===== config.mk =====
export PLATFORM = sky130hd
export DESIGN_NAME = gmdpm_resq
export DESIGN_NICKNAME = d
export VERILOG_FILES = /design/src/design/greedy_min_distance_pair_matcher_core_assert.svh /design/src/design/gmdpm_pkg.sv /design/src/design/gmdpm_resq.sv
export SDC_FILE = /design/constraint.sdc
export NUM_CORES = 1
export LEC_CHECK = 0
export BUFFER_PORTS_ARGS = -buffer_cell sky130_fd_sc_hd__buf_2
export CAP_MARGIN = 0
export CELL_PAD_IN_SITES_DETAIL_PLACEMENT = 0
export CELL_PAD_IN_SITES_GLOBAL_PLACEMENT = 1
export CORE_ASPECT_RATIO = 1.4
export CORE_MARGIN = 1.5
export CORE_UTILIZATION = 40
export CTS_BUF_LIST = sky130_fd_sc_hd__clkbuf_8
export DETAILED_ROUTE_END_ITERATION = 16
export HOLD_SLACK_MARGIN = 0.03
export PLACE_DENSITY = 0.8
export SLEW_MARGIN = 40
export SYNTH_ARGS = -nofsm -noshare
export SYNTH_HDL_FRONTEND = slang
export SYNTH_SLANG_ARGS = --single-unit

===== constraint.sdc =====
create_clock -name clk_i -period 3.2 [get_ports clk_i]
set_input_delay 0.32 -clock clk_i [delete_from_list [all_inputs] [get_ports clk_i]]
set_output_delay 0.32 -clock clk_i [all_outputs]
set_load 0.05 [all_outputs]

===== src/design/greedy_min_distance_pair_matcher_core_assert.svh =====
// Assertion helpers used by the matcher engine (gmdpm_back).
`ifndef GREEDY_MIN_DISTANCE_PAIR_MATCHER_CORE_ASSERT_SVH
`define GREEDY_MIN_DISTANCE_PAIR_MATCHER_CORE_ASSERT_SVH

`ifndef ASSERT_OFF
// Property must hold at every clock edge outside reset.
`define GMDPM_ASSERT(name, clk, rstn, prop) \
  name: assert property (@(posedge clk) disable iff (!rstn) prop) \
    else $error("gmdpm assertion failed");
// Condition must never be seen at a clock edge outside reset.
`define GMDPM_ASSERT_NEVER(name, clk, rstn, cond) \
  name: assert property (@(posedge clk) disable iff (!rstn) !(cond)) \
    else $error("gmdpm forbidden condition seen");
`else
`define GMDPM_ASSERT(name, clk, rstn, prop)
`define GMDPM_ASSERT_NEVER(name, clk, rstn, cond)
`endif

`endif


===== src/design/gmdpm_pkg.sv =====
package gmdpm_pkg;

  localparam int MAX_ROWS     = 16;
  localparam int MAX_COLS     = 16;
  localparam int RESULT_LIMIT = 16;

  localparam int IDX_W  = 4;
  localparam int DIST_W = 24;
  localparam int CUT_W  = DIST_W + 1;
  localparam int ROW_W  = $clog2(MAX_ROWS);
  localparam int COL_W  = $clog2(MAX_COLS);
  localparam int ADDR_W = ROW_W + COL_W;
  localparam int RCNT_W = $clog2(MAX_ROWS + 1);
  localparam int CCNT_W = $clog2(MAX_COLS + 1);
  localparam int PASS_W = $clog2(RESULT_LIMIT + 1);

  localparam logic [DIST_W-1:0] FLOOR_RESET  = DIST_W'(6554);
  localparam logic [DIST_W-1:0] CUTOFF_RESET = DIST_W'(9830);

  // Configuration register indexes.
  localparam logic REG_FLOOR_THRESHOLD = 1'b0;
  localparam logic REG_INITIAL_CUTOFF  = 1'b1;

  typedef struct packed {
    logic [IDX_W-1:0]  row_index;
    logic [IDX_W-1:0]  col_index;
    logic [DIST_W-1:0] distance_value;
    logic              last_element;
  } in_item_t;

  typedef struct packed {
    logic              found;
    logic [IDX_W-1:0]  match_row;
    logic [IDX_W-1:0]  match_col;
    logic [DIST_W-1:0] match_distance;
    logic              last_result;
  } res_item_t;

  // Classified load command from the front end to the engine.
  typedef struct packed {
    logic              store;
    logic [ADDR_W-1:0] addr;
    logic [DIST_W-1:0] data;
    logic              start;
    logic [RCNT_W-1:0] rows;
    logic [CCNT_W-1:0] cols;
  } cmd_t;

  typedef struct packed {
    logic [DIST_W-1:0] floor_threshold;
    logic [DIST_W-1:0] initial_cutoff;
  } cfg_t;

endpackage


===== src/design/gmdpm_resq.sv =====
module gmdpm_resq import gmdpm_pkg::*; (
  input  logic      clk_i,
  input  logic      rst_ni,
  input  logic      res_push_i,
  input  res_item_t res_item_i,
  output logic      res_full_o,
  output logic      empty_o,
  output res_item_t res_item_o,
  input  logic      pop_i
);

  res_item_t  q_mem [2];
  logic       wptr_q, rptr_q;
  logic [1:0] cnt_q;
  logic       do_push, do_pop;

  assign res_full_o = (cnt_q == 2'd2);
  assign empty_o    = (cnt_q == 2'd0);
  assign res_item_o = q_mem[rptr_q];
  assign do_push    = res_push_i && !res_full_o;
  assign do_pop     = pop_i && !empty_o;

  always_ff @(posedge clk_i) begin
    if (do_push) begin
      q_mem[wptr_q] <= res_item_i;
    end
  end

  always_ff @(posedge clk_i or negedge rst_ni) begin
    if (!rst_ni) begin
      wptr_q <= 1'b0;
      rptr_q <= 1'b0;
      cnt_q  <= 2'd0;
    end else begin
      if (do_push) begin
        wptr_q <= ~wptr_q;
      end
      if (do_pop) begin
        rptr_q <= ~rptr_q;
      end
      cnt_q <= cnt_q + {1'b0, do_push} - {1'b0, do_pop};
    end
  end

endmodule


==> key figures, run 1 <==
Cells and area
  – Register area: 2140 um^2
  – Area grow syn2layout: 23.7%
  – Multi-input combinational cell area: 597 um^2
  – Ratio of cells with drive above 1 in the final layout: 60.7%
  – N_diodes: 0
  – Nets: 249
  – Post-route design area: 3470 um^2
  – Most common cell after layout, fill and taps aside: buf_2
  – # fillers: 551
  – Commonest non-fill, non-tap cells in the layout: 73 x buf_2, 68 x edfxtp_1, 29 x mux2_4

Timing
  – Worst Setup Slack, final: 1090 ps
  – Final TNS setup: 0 ps
  – Clk_skew: 9.57 ps
  – Setup violators final: 0
  – Final hold violations: 0
  – Max-slew violations: 0
  – Slew HR: 67.7%
  – Hold Slack: 174 ps
  – Fmax: 473 MHz
  – Slew @ Worst Pin: 484 ps
  – Min cycle time layout: 2110 ps
  – RSZ-0062 raised after global routing: no
  – Period utilization: 66.1%

Placed design
  – Detailed Place HPWL: 2.97 mm
  – RePlAce Congestion: 0.671
  – DP Area: 3270 um^2
  – Port-buffer cells: 73
  – Place WS: 1420 ps

Power and ir drop
  – Worst VDD drop: 0.624 mV
  – Power density over cell area: 1070 nW/um^2
  – LEAKAGE: 1.41 nW

GRT
  – Vias in the first global route: 1380
  – First-pass GRT wire length: 6.36 mm
  – Global route overflow: 0
  – Initial antenna violation count: 0
  – Total global-route track usage: 11.9%
  – Largest net degree at the start of global routing: 35

Synth
  – #FFs+latches synth: 72
  – Post-Synthesis Cells: 124
  – Count of cell types in the netlist: 15
  – Avg Cell Area, Syn: 22.6 um^2
  – Synth top area cells: edfxtp_1 73%, mux2_4 16%, dfrtp_1 3.6%
  – Post-synth top area cell: edfxtp_1
  – Post-Syn Area: 2810 um^2
  – Syn Nets: 164
  – Synth top area share: 72.8%
  – Ys Warns: 0
  – Post-synthesis sequential area ratio: 76.4%

Clock network
  – Hold bufs inserted after CTS: 1
  – Postcts setup bufs: 0
  – TritonCTS clock tree: yes
  – Clock buffer depth: 2
  – Post_cts resized: 0
  – CTS H-tree depth: 3
  – Clk slew on worst S/H paths: 80 ps
  – Skew-Pair Late Insertion Delay: 330 ps
  – CTS buffer count: 9
  – Root Driver: clkbuf_8
  – Clk sinks: 72

Detailed routing
  – Number of vias per cell: 4.48
  – # DRC: 0
  – Final ANT Viol Nets: 0
  – Initial DRT Pass Iterations: 4
  – Routed WL: 4.18 mm
  – Vias: 1371
  – Initial DRC Count: 98
  – Avg WL per Cell: 13.7 um

Worst setup path
  – Startpoint types: register
  – Worst path required time: 2880 ps
  – Endpoint class of the critical path: output port
  – Setup CP Type: reg2out
  – Worst Path Arrival: 1790 ps
  – Worst Path Max Fanout: 13

Outcome
  – Status: completed

Die
  – Die area: 7530 um^2
  – Top Ports: 74
  – Chip width: 73.8 um
  – DIE HEIGHT: 102 um
  – Core area: 6700 um^2
  – Row cnt: 35
  – Starting Density: 41.9%

Run
  – Number of max-cap violations: 0

Worst hold path
  – Worst min-delay path class: in2reg
cells by family after synthesis:
group | count (synthesis) | share of synthesized area [%]
and+or+nand+nor | 6 | 1.16
muxes | 34 | 17.5
adders and majority gates | 2 | 0.892
xor gates and xnor gates | 4 | 1.25
buffers and inverters | 6 | 2.81
DFF | 72 | 76.4
synthesized netlist by cell type, drive strengths merged:
master,n
edfxtp,68
mux2,34
buf,4
dfrtp,4
xnor2,3
ha,2
inv,2
nor2,2
and3,1
nand2,1
nand2b,1
nor2b,1
xor2,1
stage by stage:
stage          total power, W  std cells  util [%]
5_1_grt               0.00387        306      51.8
3_3_place_gp          0.00304        287      48.3
4_1_cts               0.00375        306      51.7
2_1_floorplan         0.00282        124         -
6_report              0.00370        306      51.8
3_5_place_dp          0.00308        289      48.8
where the power goes:
part           total [W]  internal [W]  switching [W]
registers        0.00139       0.00129      0.0000984
logic            0.00165      0.000545        0.00110
clock network   0.000660      0.000353       0.000307
total            0.00370       0.00219        0.00151
flip-flops by register name, summed over array words and instances (netlist names):
name and flops:
cnt_q 2, q_mem 68, rptr_q 1, wptr_q 1
layer usage:
metal / vias up / track usage [%] / wire length, um
met5: - / 0 / 0
met3: 7 / 5.52 / 333
li1: 647 / - / -
met1: 662 / 13.2 / 1650
met4: 0 / 5.98 / 51
met2: 55 / 19.0 / 2150
path summary, 6_finish.rpt:
path | from | endpoint | slack, ps | cells past startpoint
worst max-delay path | rptr_q | res_item_o[21] | 1090 | 3
worst min-delay path | res_item_i[2] | q_mem[1][2] | 170 | 1
worst max register to register | cnt_q[1] | q_mem[0][22] | 1510 | 5
worst min register to register | cnt_q[1] | cnt_q[1] | 520 | 1
max in group asynchronous | rst_ni | rptr_q | 2740 | 2
min in group asynchronous | rst_ni | cnt_q[1] | 320 | 2
worst max-delay path, cell delays in order, from the launching register on:
cell and delay (ps):
dfrtp_2 590, buf_4 320, mux2_4 330, buf_2 210
cell type report:
class	count	share of cell area, %
sequential	72	61.8
multi-input combinational	46	17.2
clock buffer	9	3.57
timing repair buffer	78	12.1
clock inverter	7	1.84
tap	92	3.32
inverter	2	0.216
(Power assumes the default switching activity.)
==> inputs of run 2 (changes only) <==
--- a/config.mk
+++ b/config.mk
@@ -5,6 +5,7 @@
 export SDC_FILE = /design/constraint.sdc
 export NUM_CORES = 1
 export LEC_CHECK = 0
+export ABC_AREA = 1
 export BUFFER_PORTS_ARGS = -buffer_cell sky130_fd_sc_hd__buf_2
 export CAP_MARGIN = 0
 export CELL_PAD_IN_SITES_DETAIL_PLACEMENT = 0
@@ -15,7 +16,7 @@
 export CTS_BUF_LIST = sky130_fd_sc_hd__clkbuf_8
 export DETAILED_ROUTE_END_ITERATION = 16
 export HOLD_SLACK_MARGIN = 0.03
-export PLACE_DENSITY = 0.8
+export PLACE_DENSITY = 0.85
 export SLEW_MARGIN = 40
 export SYNTH_ARGS = -nofsm -noshare
 export SYNTH_HDL_FRONTEND = slang
==> constraint.sdc (replaced) <==
create_clock -name clk_i -period 2.04 [get_ports clk_i]
set_input_delay 0.204 -clock clk_i [delete_from_list [all_inputs] [get_ports clk_i]]
set_output_delay 0.204 -clock clk_i [all_outputs]
set_load 0.05 [all_outputs]
==> key figures, run 2 <==
Outcome
  – Status: completed

Worst setup path
  – CP dominant cell by count: nand2_1
  – Critical R2R Launch: cnt_q[1]
  – Startpoint types: register
  – Worst Setup SP: rptr_q
  – Worst Path Buf+Inv: 2 (unchanged)
  – Slowest stage delay, CP: 620 ps (+30 ps)
  – Setup CP Type: reg2out
  – Cell Chain, Critical Path: buf_4 > nand2_1 > nand2_1 > buf_2
  – Delay-heaviest family, CP: flip-flops
  – Worst setup endpoint: res_item_o[8]
  – FF-to-FF End: q_mem[1][22]
  – FF-to-FF path depth: 4 (-1)
  – Worst Path Max Fanout: 16 (+3)
  – Worst path required time: 1840 ps (-1040 ps)
  – Critical Path Stages: 4 (+1)
  – Critical-path cell with the highest stage delay: dfrtp_1
  – Endpoint class of the critical path: output port
  – R2r setup slk: 500 ps (-1010 ps)
  – Worst Path Arrival: 1650 ps (-140 ps)

Detailed routing
  – Final ANT Viol Nets: 0 (unchanged)
  – Initial DRT Pass Iterations: 5 (+1)
  – Vias: 1730 (+26%)
  – Avg WL per Cell: 12.2 um (-11%)
  – # DRC: 0 (unchanged)
  – Number of vias per cell: 4.38 (-2.2%)
  – Routed WL: 4.83 mm (+15%)
  – Initial DRC Count: 85 (-13%)

Cells and area
  – # fillers: 606 (+10%)
  – Multi-input combinational cell area: 508 um^2 (-15%)
  – Nets: 338 (+36%)
  – Top Registers: q_mem (68), cnt_q (2)
  – Register area: 2140 um^2 (about the same)
  – Area grow syn2layout: 25.1%
  – Most common cell after layout, fill and taps aside: nand2_1
  – Ratio of cells with drive above 1 in the final layout: 34.0% (-27 points)
  – Commonest non-fill, non-tap cells in the layout: 105 x nand2_1, 73 x buf_2, 68 x edfxtp_1
  – N_diodes: 0 (unchanged)
  – Largest Register: q_mem
  – Max reg flops: 68 (unchanged)

Timing
  – Hold Slack: 55.2 ps (-118 ps)
  – Clk_skew: 9.34 ps (-0.238 ps)
  – Slew HR: 70.3% (+2.6 points)
  – RSZ-0062 raised after global routing: no
  – Max-slew violations: 0 (unchanged)
  – Final TNS setup: 0 ps (unchanged)
  – Min cycle time layout: 1850 ps
  – Slew @ Worst Pin: 446 ps (-38.3 ps)
  – Final hold violations: 0 (unchanged)
  – Period utilization: 90.8%
  – Setup violators final: 0 (unchanged)
  – Fmax: 540 MHz

Clock network
  – Root Driver: clkbuf_8
  – Postcts setup bufs: 0 (unchanged)
  – Clk sinks: 72 (unchanged)
  – Clock buffer depth: 2 (unchanged)
  – CTS H-tree depth: 3 (unchanged)
  – TritonCTS clock tree: yes
  – Post_cts resized: 0 (unchanged)
  – Skew-Pair Late Insertion Delay: 330 ps (about the same)
  – Hold bufs inserted after CTS: 3 (+2)
  – Clk slew on worst S/H paths: 70 ps (about the same)
  – CTS buffer count: 9 (unchanged)

Synth
  – Post-Synthesis Cells: 211 (+70%)
  – #FFs+latches synth: 72 (unchanged)
  – Synth cell count leaders: 105 x nand2_1, 68 x edfxtp_1, 10 x inv_1, 10 x nand2_2
  – Avg Cell Area, Syn: 13.1 um^2 (-42%)
  – Synth Flop Type: edfxtp_1
  – Count of cell types in the netlist: 12 (-3)
  – Ys Warns: 0 (unchanged)
  – Synth top area cells: edfxtp_1 74%, nand2_1 14%, dfrtp_1 3.6%
  – Post-Syn Area: 2770 um^2 (-1.2%)
  – Syn Nets: 251 (+53%)
  – Async S/R FF share, synth: 5.56% (unchanged)
  – Top-count cell post-synth: nand2_1
  – Post-synthesis sequential area ratio: 77.3% (+0.93 points)
  – Number of flops mapped to enable cells by yosys: 68 (unchanged)
  – Synth top area share: 73.7% (+0.89 points)
  – Post-synth top area cell: edfxtp_1

GRT
  – Total global-route track usage: 13.8% (+2.0 points)
  – First-pass GRT wire length: 7.35 mm (+16%)
  – Initial antenna violation count: 1 (+1)
  – Global route overflow: 0 (unchanged)
  – Largest net degree at the start of global routing: 36 (+2.9%)
  – Vias in the first global route: 1597 (+16%)

Run
  – Number of max-cap violations: 0 (unchanged)

Placed design
  – Detailed Place HPWL: 3.26 mm (+9.7%)
  – RePlAce Congestion: 0.707 (+5.3%)
  – Port-buffer cells: 73 (unchanged)

Die
  – Core area: 6660 um^2 (-0.65%)
  – Chip width: 73.4 um (-0.58%)
  – DIE HEIGHT: 101 um (-0.59%)
  – Row cnt: 35 (unchanged)
  – Starting Density: 41.6% (-0.23 points)
  – Die area: 7440 um^2 (-1.2%)
  – Top Ports: 74 (unchanged)

Power and ir drop
  – Power density over cell area: 1700 nW/um^2 (+60%)
  – Worst VDD drop: 1.15 mV (+84%)
  – LEAKAGE: 1.54 nW (+9.8%)
  – PnR Total Power: 0.00591 W (+60%)

Worst hold path
  – Worst min-delay path class: in2reg
## run 2: cell count changes after synthesis, moves of 2 or more
cell / previous run / this run
inv_1: 2 / 10
mux2_2: 5 / 0
nand3_1: 0 / 3
buf_12: 3 / 1
nand2_1: 1 / 105
mux2_4: 29 / 0
buf_4: 0 / 2
xnor2_1: 3 / 0
buf_6: 1 / 4
nand2_2: 0 / 10
## run 2: cell families after synthesis
family                   count (synthesis)  share of synthesized area, %
adder cells (fa/ha/maj)                  2                         0.903
AND/OR/NAND/NOR                        119                          17.2
flip-flops                              72                          77.3
buffers and inverters                   18                          4.65
## run 2: worst min-delay path by stage
stage                        start      endpoint  slack [ps]  cells after the start
finish               res_item_i[3]   q_mem[1][3]          60                      1
global route         res_item_i[0]   q_mem[0][0]          30                      1
CTS                 res_item_i[31]  q_mem[0][31]          30                      1
detailed placement          rst_ni        wptr_q          20                      1
global placement            rst_ni        wptr_q          20                      1
floorplan                   rst_ni      cnt_q[0]         -90                      0
## run 2: layout make-up
type                       instances  area share, %
clock buffer                       9           3.57
sequential                        72           61.8
tap                               92           3.32
timing repair buffer              83           13.4
inverter                          11           1.41
clock inverter                     7           1.81
multi-input combinational        121           14.7
## run 2: layer usage
metal	share of wire, %	track usage [%]	vias to the layer above
met2	55	23.4	41
met5	0	0	-
met3	5.2	6.07	9
met4	2.3	7.83	0
met1	37	14.1	807
li1	-	-	873
## run 2: worst register-to-register path, cell delays in order, from the launching register on
cell	delay, ps
dfrtp_1	390
nand2_1	120
nand2_1	140
nor2_4	340
buf_12	240
## run 2: through the flow
stage                     utilization, %  std cells  worst slack, ps  instance area, um^2
after detailed placement            48.5        374              495                 3230
final                               52.1        395              188                 3470
after CTS                           51.8        393              139                 3450
after floorplan                        -        211              179                 2770
after global routing                52.1        395             32.8                 3470
after global placement              48.5        374              521                 3230
## run 2: report_power, final
part / internal (W) / switching, W / total [W] / leakage [nW]
registers: 0.00202 / 0.000124 / 0.00214 / 0.681
clock network: 0.000551 / 0.000485 / 0.00104 / 0.0917
logic: 0.000575 / 0.00215 / 0.00273 / 0.771
